[src/design/fsht_pkg.sv]
// Shared types, widths and register codes for the fuzzy set point to heat time core.
// No dependencies; every other design file except fsht_chan_if imports this package.
`default_nettype none

package fsht_pkg;

	localparam int SP_W          = 11;
	localparam int MU_W          = 13;
	localparam int W_W           = 12;
	localparam int CYC_W         = 16;
	localparam int HEAT_W        = 12;
	localparam int NSETS         = 4;
	localparam int FRAC_BITS_DEF = 4;
	localparam int ONE_Q12       = 4096;
	localparam int SUM_W         = 15;
	localparam int PROD_W        = W_W + MU_W;
	localparam int DVD_W         = 27;
	localparam int QBITS_STAGE   = 2;
	localparam int DIV_STAGES    = HEAT_W / QBITS_STAGE;
	localparam int REG_ADDR_W    = 3;

	// reciprocal of 5 in 0.18, exact for 16 bit dividends
	localparam logic [15:0] RECIP5 = 16'hCCCD;

	localparam int SET_NEG   = 0;
	localparam int SET_SMALL = 1;
	localparam int SET_MED   = 2;
	localparam int SET_LARGE = 3;

	typedef enum logic [REG_ADDR_W-1:0] {
		REG_W_NEG   = 3'd0,
		REG_W_SMALL = 3'd1,
		REG_W_MED   = 3'd2,
		REG_W_LARGE = 3'd3,
		REG_CYCLE   = 3'd4
	} reg_idx_t;

	typedef enum logic [1:0] {
		MK_ZERO,
		MK_FULL,
		MK_SLOPE
	} mkind_t;

	typedef logic [MU_W-1:0] mu_t;
	typedef mu_t [NSETS-1:0] mu_vec_t;
	typedef logic [W_W-1:0] weight_t;
	typedef weight_t [NSETS-1:0] weight_vec_t;

	typedef struct packed {
		mkind_t      kind;
		logic        wide;
		logic [15:0] xq;
	} mterm_t;

	typedef struct packed {
		mu_vec_t             mu;
		logic [SUM_W-1:0]    divisor;
		logic [DVD_W-1:0]    rem;
		logic [HEAT_W-1:0]   quo;
	} div_item_t;

	typedef struct packed {
		logic signed [SP_W-1:0] setpoint;
	} in_item_t;

	typedef struct packed {
		mu_t               mu_negative;
		mu_t               mu_small;
		mu_t               mu_medium;
		mu_t               mu_large;
		logic [HEAT_W-1:0] heat_ms;
		logic [CYC_W-1:0]  off_ms;
		logic              no_rule;
	} out_item_t;

	typedef struct packed {
		logic [REG_ADDR_W-1:0] addr;
		logic [CYC_W-1:0]      wdata;
	} cfg_req_t;

endpackage

`default_nettype wire

[src/design/fsht_chan_if.sv]
// Valid/ready channel carrying one request of payload type T.
// Used for the set point, result and register write channels; no dependencies.
`default_nettype none

interface fsht_chan_if #(parameter type T = logic);
	logic valid;
	logic ready;
	T     data;

	modport source (output valid, output data, input ready);
	modport sink   (input valid, input data, output ready);
endinterface

`default_nettype wire

[src/design/fuzzy_setpoint_to_heat_time_core.sv]
// Top level: register file, membership, weighted sum and divider pipeline, output stage.
// Depends on fsht_pkg, fsht_chan_if, fsht_member, fsht_wsum and fsht_div.
//
// Each set point request yields one result: four Q1.12 memberships, the
// membership-weighted heat time rounded to nearest, the off time (cycle
// minus heat, floored at zero) and a flag when no set fires. The pipeline
// is 12 register stages deep (3 membership, 2 weighted sum, 6 divider at
// two quotient bits each, 1 output) and takes a new request every cycle
// unless the result stalls; a stall holds only the full stages behind it.
// Register writes are taken at once; the user, not the block, must keep them to idle.
`default_nettype none

module fuzzy_setpoint_to_heat_time_core import fsht_pkg::*; #(
	parameter int SETPOINT_FRAC_BITS = FRAC_BITS_DEF
) (
	input wire logic    clk,
	input wire logic    arst_n,
	fsht_chan_if.sink   item,
	fsht_chan_if.source result,
	fsht_chan_if.sink   cfg
);

	weight_vec_t       weight_q;
	logic [CYC_W-1:0]  cycle_q;

	logic              mem_valid, mem_ready;
	mu_vec_t           mem_mu;
	logic              ws_valid, ws_ready;
	div_item_t         ws_item;
	logic              dv_valid, dv_ready;
	div_item_t         dv_item;

	out_item_t         res_s;
	logic              v_out_s;
	logic              nr;
	logic [HEAT_W-1:0] heat;
	logic [CYC_W-1:0]  heat_ext;

	assign cfg.ready = 1'b1;

	always_ff @(posedge clk or negedge arst_n) begin
		if (!arst_n) begin
			weight_q[SET_NEG]   <= W_W'(0);
			weight_q[SET_SMALL] <= W_W'(200);
			weight_q[SET_MED]   <= W_W'(500);
			weight_q[SET_LARGE] <= W_W'(1000);
			cycle_q             <= CYC_W'(1000);
		end else if (cfg.valid) begin
			case (reg_idx_t'(cfg.data.addr))
				REG_W_NEG:   weight_q[SET_NEG]   <= cfg.data.wdata[W_W-1:0];
				REG_W_SMALL: weight_q[SET_SMALL] <= cfg.data.wdata[W_W-1:0];
				REG_W_MED:   weight_q[SET_MED]   <= cfg.data.wdata[W_W-1:0];
				REG_W_LARGE: weight_q[SET_LARGE] <= cfg.data.wdata[W_W-1:0];
				REG_CYCLE:   cycle_q             <= cfg.data.wdata;
				default:     ;
			endcase
		end
	end

	fsht_member #(
		.FRAC_BITS (SETPOINT_FRAC_BITS)
	) u_member (
		.clk       (clk),
		.arst_n    (arst_n),
		.in_valid  (item.valid),
		.in_ready  (item.ready),
		.setpoint  (item.data.setpoint),
		.out_valid (mem_valid),
		.out_ready (mem_ready),
		.mu        (mem_mu)
	);

	fsht_wsum u_wsum (
		.clk       (clk),
		.arst_n    (arst_n),
		.in_valid  (mem_valid),
		.in_ready  (mem_ready),
		.mu        (mem_mu),
		.weights   (weight_q),
		.out_valid (ws_valid),
		.out_ready (ws_ready),
		.item      (ws_item)
	);

	fsht_div u_div (
		.clk       (clk),
		.arst_n    (arst_n),
		.in_valid  (ws_valid),
		.in_ready  (ws_ready),
		.in_item   (ws_item),
		.out_valid (dv_valid),
		.out_ready (dv_ready),
		.out_item  (dv_item)
	);

	assign nr       = (dv_item.divisor == '0);
	assign heat     = nr ? '0 : dv_item.quo;
	assign heat_ext = CYC_W'(heat);
	assign dv_ready = !v_out_s || result.ready;

	always_ff @(posedge clk or negedge arst_n) begin
		if (!arst_n) begin
			v_out_s <= 1'b0;
		end else if (dv_ready) begin
			v_out_s <= dv_valid;
		end
	end

	always_ff @(posedge clk) begin
		if (dv_ready && dv_valid) begin
			res_s.mu_negative <= dv_item.mu[SET_NEG];
			res_s.mu_small    <= dv_item.mu[SET_SMALL];
			res_s.mu_medium   <= dv_item.mu[SET_MED];
			res_s.mu_large    <= dv_item.mu[SET_LARGE];
			res_s.heat_ms     <= heat;
			res_s.off_ms      <= (cycle_q > heat_ext) ? (cycle_q - heat_ext) : '0;
			res_s.no_rule     <= nr;
		end
	end

	assign result.valid = v_out_s;
	assign result.data  = res_s;

endmodule

`default_nettype wire

[src/design/fsht_member.sv]
// Membership stages s1..s3: region select, slope scaling and divide by 5 or 10.
// Depends on fsht_pkg.
`default_nettype none

module fsht_member import fsht_pkg::*; #(
	parameter int FRAC_BITS = FRAC_BITS_DEF
) (
	input  wire logic                   clk,
	input  wire logic                   arst_n,
	input  wire logic                   in_valid,
	output logic                        in_ready,
	input  wire logic signed [SP_W-1:0] setpoint,
	output logic                        out_valid,
	input  wire logic                   out_ready,
	output mu_vec_t                     mu
);

	localparam int S  = 1 << FRAC_BITS;
	localparam int XW = 16;
	localparam int SW = 28;
	localparam logic signed [XW-1:0] P5  = XW'(5 * S);
	localparam logic signed [XW-1:0] P10 = XW'(10 * S);
	localparam logic signed [XW-1:0] P15 = XW'(15 * S);
	localparam logic signed [XW-1:0] P25 = XW'(25 * S);
	localparam logic [XW-1:0] DEN5   = XW'(5 * S);
	localparam logic [XW-1:0] DEN10  = XW'(10 * S);
	localparam logic [XW-1:0] HALF5  = XW'((5 * S) / 2);
	localparam logic [XW-1:0] HALF10 = XW'(5 * S);

	function automatic mterm_t classify(input logic signed [XW-1:0] num, input logic wide);
		mterm_t          t;
		logic [XW-1:0]   den;
		logic [SW-1:0]   scaled;
		t      = '0;
		den    = wide ? DEN10 : DEN5;
		scaled = (SW'($unsigned(num)) << 12) + SW'(wide ? HALF10 : HALF5);
		t.wide = wide;
		t.kind = MK_ZERO;
		if (num <= 0) begin
			t.kind = MK_ZERO;
		end else if ($unsigned(num) >= den) begin
			t.kind = MK_FULL;
		end else begin
			t.kind = MK_SLOPE;
			t.xq   = 16'(scaled >> FRAC_BITS);
		end
		return t;
	endfunction

	logic signed [XW-1:0] x;
	mterm_t [NSETS-1:0]   term_d;

	mterm_t [NSETS-1:0]   term_s1;
	logic                 v_s1;
	mkind_t               kind_s2 [NSETS];
	logic                 wide_s2 [NSETS];
	logic [31:0]          prod_s2 [NSETS];
	logic                 v_s2;
	mu_vec_t              mu_s3;
	logic                 v_s3;
	logic                 rdy1, rdy2, rdy3;

	assign x = XW'(setpoint);

	always_comb begin
		term_d = '0;
		// negative shoulder
		if (x <= 0) begin
			term_d[SET_NEG].kind = MK_FULL;
		end else begin
			term_d[SET_NEG] = classify(P5 - x, 1'b0);
		end
		// small triangle
		if (x < 0 || x > P10) begin
			term_d[SET_SMALL].kind = MK_ZERO;
		end else if (x <= P5) begin
			term_d[SET_SMALL] = classify(x, 1'b0);
		end else begin
			term_d[SET_SMALL] = classify(P10 - x, 1'b0);
		end
		// medium triangle
		if (x < P5 || x > P25) begin
			term_d[SET_MED].kind = MK_ZERO;
		end else if (x <= P15) begin
			term_d[SET_MED] = classify(x - P5, 1'b1);
		end else begin
			term_d[SET_MED] = classify(P25 - x, 1'b1);
		end
		// large shoulder
		if (x < P25) begin
			term_d[SET_LARGE].kind = MK_ZERO;
		end else begin
			term_d[SET_LARGE] = classify(x - P25, 1'b0);
		end
	end

	assign rdy3     = !v_s3 || out_ready;
	assign rdy2     = !v_s2 || rdy3;
	assign rdy1     = !v_s1 || rdy2;
	assign in_ready = rdy1;

	always_ff @(posedge clk or negedge arst_n) begin
		if (!arst_n) begin
			v_s1 <= 1'b0;
			v_s2 <= 1'b0;
			v_s3 <= 1'b0;
		end else begin
			if (rdy1) v_s1 <= in_valid;
			if (rdy2) v_s2 <= v_s1;
			if (rdy3) v_s3 <= v_s2;
		end
	end

	always_ff @(posedge clk) begin
		if (rdy1 && in_valid) term_s1 <= term_d;
		if (rdy2 && v_s1) begin
			for (int i = 0; i < NSETS; i++) begin
				kind_s2[i] <= term_s1[i].kind;
				wide_s2[i] <= term_s1[i].wide;
				prod_s2[i] <= 32'(term_s1[i].xq) * 32'(RECIP5);
			end
		end
		if (rdy3 && v_s2) begin
			for (int i = 0; i < NSETS; i++) begin
				case (kind_s2[i])
					MK_FULL:  mu_s3[i] <= MU_W'(ONE_Q12);
					MK_SLOPE: mu_s3[i] <= wide_s2[i] ? MU_W'(prod_s2[i] >> 19)
					                                 : MU_W'(prod_s2[i] >> 18);
					default:  mu_s3[i] <= '0;
				endcase
			end
		end
	end

	assign out_valid = v_s3;
	assign mu        = mu_s3;

endmodule

`default_nettype wire

[src/design/fsht_wsum.sv]
// Weighted sum stages s4..s5: rule products, membership sum and rounded dividend.
// Depends on fsht_pkg.
`default_nettype none

module fsht_wsum import fsht_pkg::*; (
	input  wire logic        clk,
	input  wire logic        arst_n,
	input  wire logic        in_valid,
	output logic             in_ready,
	input  wire mu_vec_t     mu,
	input  wire weight_vec_t weights,
	output logic             out_valid,
	input  wire logic        out_ready,
	output div_item_t        item
);

	logic [PROD_W-1:0] prod_s4 [NSETS];
	mu_vec_t           mu_s4;
	logic [SUM_W-1:0]  sum_s4;
	logic              v_s4;
	div_item_t         item_s5;
	logic              v_s5;
	logic              rdy4, rdy5;

	assign rdy5     = !v_s5 || out_ready;
	assign rdy4     = !v_s4 || rdy5;
	assign in_ready = rdy4;

	always_ff @(posedge clk or negedge arst_n) begin
		if (!arst_n) begin
			v_s4 <= 1'b0;
			v_s5 <= 1'b0;
		end else begin
			if (rdy4) v_s4 <= in_valid;
			if (rdy5) v_s5 <= v_s4;
		end
	end

	always_ff @(posedge clk) begin
		if (rdy4 && in_valid) begin
			for (int i = 0; i < NSETS; i++) begin
				prod_s4[i] <= PROD_W'(weights[i]) * PROD_W'(mu[i]);
			end
			mu_s4  <= mu;
			sum_s4 <= SUM_W'(mu[SET_NEG]) + SUM_W'(mu[SET_SMALL])
			        + SUM_W'(mu[SET_MED]) + SUM_W'(mu[SET_LARGE]);
		end
		if (rdy5 && v_s4) begin
			item_s5.mu      <= mu_s4;
			item_s5.divisor <= sum_s4;
			item_s5.quo     <= '0;
			item_s5.rem     <= DVD_W'(prod_s4[SET_NEG]) + DVD_W'(prod_s4[SET_SMALL])
			                 + DVD_W'(prod_s4[SET_MED]) + DVD_W'(prod_s4[SET_LARGE])
			                 + DVD_W'(sum_s4 >> 1);
		end
	end

	assign out_valid = v_s5;
	assign item      = item_s5;

endmodule

`default_nettype wire

[src/design/fsht_div.sv]
// Pipelined restoring divider, QBITS_STAGE quotient bits per stage, MSB first.
// Depends on fsht_pkg.
`default_nettype none

module fsht_div import fsht_pkg::*; (
	input  wire logic      clk,
	input  wire logic      arst_n,
	input  wire logic      in_valid,
	output logic           in_ready,
	input  wire div_item_t in_item,
	output logic           out_valid,
	input  wire logic      out_ready,
	output div_item_t      out_item
);

	function automatic div_item_t div_step(input div_item_t d, input int top_bit);
		div_item_t        r;
		logic [DVD_W-1:0] sub;
		int               b;
		r = d;
		for (int j = 0; j < QBITS_STAGE; j++) begin
			b   = top_bit - j;
			sub = DVD_W'(r.divisor) << b;
			if (r.rem >= sub) begin
				r.rem    = r.rem - sub;
				r.quo[b] = 1'b1;
			end
		end
		return r;
	endfunction

	div_item_t item_s [DIV_STAGES];
	logic      v_s    [DIV_STAGES];
	logic      rdy    [DIV_STAGES];

	for (genvar k = 0; k < DIV_STAGES; k++) begin : g_stage
		div_item_t src;
		logic      src_v;
		if (k == 0) begin : g_first
			assign src   = in_item;
			assign src_v = in_valid;
		end else begin : g_next
			assign src   = item_s[k-1];
			assign src_v = v_s[k-1];
		end

		if (k == DIV_STAGES - 1) begin : g_last
			assign rdy[k] = !v_s[k] || out_ready;
		end else begin : g_mid
			assign rdy[k] = !v_s[k] || rdy[k+1];
		end

		always_ff @(posedge clk or negedge arst_n) begin
			if (!arst_n) begin
				v_s[k] <= 1'b0;
			end else if (rdy[k]) begin
				v_s[k] <= src_v;
			end
		end

		always_ff @(posedge clk) begin
			if (rdy[k] && src_v) item_s[k] <= div_step(src, HEAT_W - 1 - k * QBITS_STAGE);
		end
	end

	assign in_ready  = rdy[0];
	assign out_valid = v_s[DIV_STAGES-1];
	assign out_item  = item_s[DIV_STAGES-1];

endmodule

`default_nettype wire

[src/flat_wrapper.sv]
// flat-port wrapper written by rule: the top's interface ports become plain ports
module fuzzy_setpoint_to_heat_time_core_flat import fsht_pkg::*;
#(
	parameter int SETPOINT_FRAC_BITS = FRAC_BITS_DEF
)
  (clk, arst_n, item_valid, item_data, item_ready, result_valid, result_data, result_ready, cfg_valid, cfg_data, cfg_ready);
  fsht_chan_if #(.T(in_item_t)) item_i ();
  fsht_chan_if #(.T(out_item_t)) result_i ();
  fsht_chan_if #(.T(cfg_req_t)) cfg_i ();
  input wire logic clk;
  input wire logic arst_n;
  input wire logic [$bits(item_i.valid)-1:0] item_valid;
  input wire logic [$bits(item_i.data)-1:0] item_data;
  output wire logic [$bits(item_i.ready)-1:0] item_ready;
  output wire logic [$bits(result_i.valid)-1:0] result_valid;
  output wire logic [$bits(result_i.data)-1:0] result_data;
  input wire logic [$bits(result_i.ready)-1:0] result_ready;
  input wire logic [$bits(cfg_i.valid)-1:0] cfg_valid;
  input wire logic [$bits(cfg_i.data)-1:0] cfg_data;
  output wire logic [$bits(cfg_i.ready)-1:0] cfg_ready;
  assign item_i.valid = item_valid;
  assign item_i.data = item_data;
  assign item_ready = item_i.ready;
  assign result_valid = result_i.valid;
  assign result_data = result_i.data;
  assign result_i.ready = result_ready;
  assign cfg_i.valid = cfg_valid;
  assign cfg_i.data = cfg_data;
  assign cfg_ready = cfg_i.ready;
  fuzzy_setpoint_to_heat_time_core #(.SETPOINT_FRAC_BITS(SETPOINT_FRAC_BITS)) u_core (.clk(clk), .arst_n(arst_n), .item(item_i), .result(result_i), .cfg(cfg_i));
endmodule
[config.mk]
export PLATFORM = sky130hd
export DESIGN_NAME = fuzzy_setpoint_to_heat_time_core_flat
export DESIGN_NICKNAME = d
export VERILOG_FILES = /design/src/design/fsht_pkg.sv /design/src/design/fsht_chan_if.sv /design/src/design/fuzzy_setpoint_to_heat_time_core.sv /design/src/design/fsht_member.sv /design/src/design/fsht_wsum.sv /design/src/design/fsht_div.sv /design/src/flat_wrapper.sv
export SDC_FILE = /design/constraint.sdc
export NUM_CORES = 2
export LEC_CHECK = 0
export BUFFER_PORTS_ARGS = -buffer_cell sky130_fd_sc_hd__buf_4
export CAP_MARGIN = 5
export CORE_MARGIN = 5
export CORE_UTILIZATION = 40
export DETAILED_ROUTE_END_ITERATION = 8
export RECOVER_POWER = 25
export SYNTH_ARGS = -nofsm -noshare
export SYNTH_HDL_FRONTEND = slang
export SYNTH_SLANG_ARGS = --single-unit
[constraint.sdc]
create_clock -name clk -period 6.2 [get_ports clk]
set_input_delay 0.93 -clock clk [delete_from_list [all_inputs] [get_ports clk]]
set_output_delay 0.93 -clock clk [all_outputs]
set_load 0.01 [all_outputs]
==> out/qor.yml <==
die:
  start_util: 0.401
  die_y_um: 465
  rows: 167
  die_area_sq_mm: 0.216
  die_width_um: 465
  design.portCount: 119
  core_sq_mm: 0.206
timing:
  period_minus_slack_ps: 5980
  skew_ps: 51.5
  drv_slew: 0
  worstMarginPinSlew_ps: 1220
  min_period_over_period: 0.965
  slew_headroom: 0.166
  whs_ps: 335
  finalHoldViolCount: 0
  final-setup-viol-count: 0
  max_freq_mhz: 167
worst_setup_path:
  critPathCaptureType: "flip-flop"
  worst_ep_arrival_time_ps: 6520
  cp-start-kind: "flip-flop"
  rr_endpoint: "u_core.u_wsum.prod_s4[0][23]"
  crit_type: "reg2reg"
  reg2reg_slack_ps: 220
  reg2regPathDepth: 20
  path_cells: "buf_4, buf_4, and2_1, fa_1, fa_1, fa_1, fa_1, inv_1, fa_1, inv_1, ha_1, and3_1, a31oi_1, a21oi_1, a21oi_1, o21bai_1, a2111o_1, a31o_2, a21oi_1, xnor2_1"
  r2r_start: "u_core.u_member.mu[5]"
  crit_slowest_cell: "fa_1"
  cp_max_fo: 7
  cp.required_ps: 6740
  cpMostUsedCell: "fa_1"
  critPathMaxStageDelay_ps: 560
global_routing:
  grt_max_degree: 125
  grtUsageTotal: 0.186
  grt_pass1_vias: 55300
  grt_pass1_wl_um: 313000
  antenna_found_initial: 15
  grt_overflow: 0
synth:
  synth_edf_count: 1078
  syn_inst: 7172
  yosys_warnings: 0
  syn-cell-area_sq_mm: 0.0828
  yosysSeqAreaShare: 0.414
  yosysUniqueCellTypes: 102
  synthFlopType: "edfxtp_1"
  postSynthAreaPerCell_sq_um: 11.5
  async_flop_share: 0.0659
  ys_ff_latch: 1154
route:
  ant_nets: 0
  routed_via_density: 5.11
  vias: 52700
  drtIter0Drc: 2883
  firstDrtPassIters: 7
  wirelength_um: 200000
  post-route-drc-count: 0
  wl_per_cell_um: 19.4
place:
  gp_congestion: 0.925
  numPortBuffers: 117
  dp_hpwl_um: 162000
cts:
  cts_buffers: 134
  insertion_delay_ps: 820
  htreeDepth: 4
  clockBufferDepth: 3
  cts.sinks: 1154
  cts_tree: "built"
  clk_pin_slew_ps: 60
  root_buffer: "clkbuf_16"
run_status:
  status: "finished clean"
finish:
  drive_gt1_frac: 0.103
  fillerInstances: 19000
  finalNetCount: 9104
  syn_to_final_growth_pct: 12.4
  layout_common_cells: "1078 x edfxtp_1, 1063 x inv_1, 905 x ha_1"
  final_common_cell: "edfxtp_1"
worst_hold_path:
  min_from: "item_valid"
  min_to: "u_core.u_member.v_s1"
  whs_path_depth: 2
  hold_class: "in2reg"
flow_run:
  maxCapViolCount: 0
-- what timing repair did --
item                                    CTS  global route
buffers inserted                          0            13
hold endpoints to repair                  3             0
endpoints found under the setup margin    0            44
hold buffers                              1             0
resized for setup                         0            23
-- metrics by stage --
stage           util  setup TNS (ps)  cell area (sq um)  worst slack (ps)  std cells
2_1_floorplan      -               0              82800              94.6       7174
3_3_place_gp   0.428               0              88300               139      10100
3_5_place_dp   0.428               0              88300               136      10100
4_1_cts        0.450               0              92800               103      10300
5_1_grt        0.451           -4.24              93000             -4.24      10300
6_report       0.451               0              93000               220      10300
-- registers in the layout, summed over array words and instances, names as in the netlist, 5 cells and up --
register                    count
u_core.cycle_q                 16
u_core.result.data             81
u_core.u_div.g_stage.src_v      5
u_core.u_div.item_s           579
u_core.u_member.kind_s2         6
u_core.u_member.mu             52
u_core.u_member.prod_s2        55
u_core.u_member.term_s1        43
u_core.u_wsum.item             94
u_core.u_wsum.mu_s4            52
u_core.u_wsum.prod_s4         100
u_core.u_wsum.sum_s4           15
u_core.weight_q                48
-- per-layer routing --
| metal | wire length [um] | GRT usage | up-vias | share of wire |
|---|---|---|---|---|
| met3 | 7890 | 0.0283 | 345 | 0.039 |
| met2 | 99700 | 0.326 | 1019 | 0.50 |
| met1 | 83700 | 0.229 | 26200 | 0.42 |
| li1 | - | - | 25100 | - |
| met4 | 9060 | 0.0765 | 8 | 0.045 |
| met5 | 55 | 0 | - | 0.00027 |
-- Yosys cell counts, types with 9 or more instances --
master	n	area share
a211oi_1	28	0.0025
a21boi_0	17	0.0015
a21o_1	91	0.0083
a21oi_1	239	0.014
a31oi_1	27	0.0020
a41oi_1	13	0.0014
and2_1	297	0.022
and3_1	35	0.0026
and4_1	12	0.0013
clkbuf_1	142	0.0064
dfrtp_1	55	0.017
dfstp_2	21	0.0067
edfxtp_1	1078	0.39
fa_1	661	0.16
ha_1	905	0.14
inv_1	1063	0.048
mux2_1	11	0.0015
mux2_2	105	0.014
mux2i_1	32	0.0039
nand2_1	686	0.031
nand2b_1	63	0.0048
nand3_1	89	0.0054
nand4_1	37	0.0028
nor2_1	325	0.015
nor2b_1	67	0.0051
nor3_1	112	0.0068
nor3b_1	10	0.00091
nor4_1	25	0.0019
o2111ai_1	9	0.00095
o211ai_1	17	0.0015
o21a_1	38	0.0034
o21ai_0	216	0.013
o21ai_1	15	0.00091
o21bai_1	27	0.0024
o31ai_1	27	0.0024
o41ai_1	12	0.0013
or2_2	16	0.0012
or3_1	30	0.0023
or4_1	14	0.0013
xnor2_1	240	0.025
xor2_1	91	0.0096
-- worst max path at each step --
stage / from / to / slack [ps] / depth (start not counted)
2_1_floorplan: result_ready / u_core.u_wsum.item[100] / 90 / 6
3_3_place_gp: u_core.weight_q[15] / u_core.u_wsum.prod_s4[1][24] / 140 / 19
3_5_place_dp: u_core.u_member.term_s1[33] / u_core.u_member.prod_s2[1][30] / 140 / 20
4_1_cts: u_core.u_member.term_s1[33] / u_core.u_member.prod_s2[1][30] / 100 / 20
5_1_grt: u_core.weight_q[29] / u_core.u_wsum.prod_s4[2][24] / -4 / 20
6_report: u_core.u_member.mu[5] / u_core.u_wsum.prod_s4[0][23] / 220 / 20
-- layout make-up --
class / count / area (sq um) / area share
antenna: 4 / 10.0 / 0.000108
clock buffer: 158 / 3450 / 0.0371
clock inverter: 81 / 1070 / 0.0115
inverter: 1066 / 4000 / 0.0430
multi-input combinational: 4788 / 44000 / 0.473
sequential: 1154 / 34300 / 0.369
tap: 2704 / 3380 / 0.0364
timing repair buffer: 359 / 2810 / 0.0302
-- worst max-delay path, delay by kind of cell, from the launching register on --
| kind | cells | cell delay, ps |
|---|---|---|
| buffers and inverters | 4 | 420 |
| XOR/XNOR | 1 | 80 |
| AND/OR/NAND/NOR | 2 | 390 |
| flip-flops | 1 | 440 |
| AO/OA/AOI/OAI | 7 | 1640 |
| adder cells (fa/ha/maj) | 6 | 2780 |
-- cell families (layout without fill, tap and decap cells) --
family,after synthesis,count (layout),synth area share
flip-flops,1154,1154,0.414
AND/OR/NAND/NOR,1854,1854,0.109
other,2,8,0.0000907
AO/OA/AOI/OAI,879,879,0.0681
XOR/XNOR,331,331,0.0350
adder cells (fa/ha/maj),1566,1566,0.297
multiplexers,154,154,0.0207
buffers and inverters,1232,1664,0.0565
Power is not shown: default switching activity piles up to over one toggle a cycle in this logic, so the estimate is an artifact.
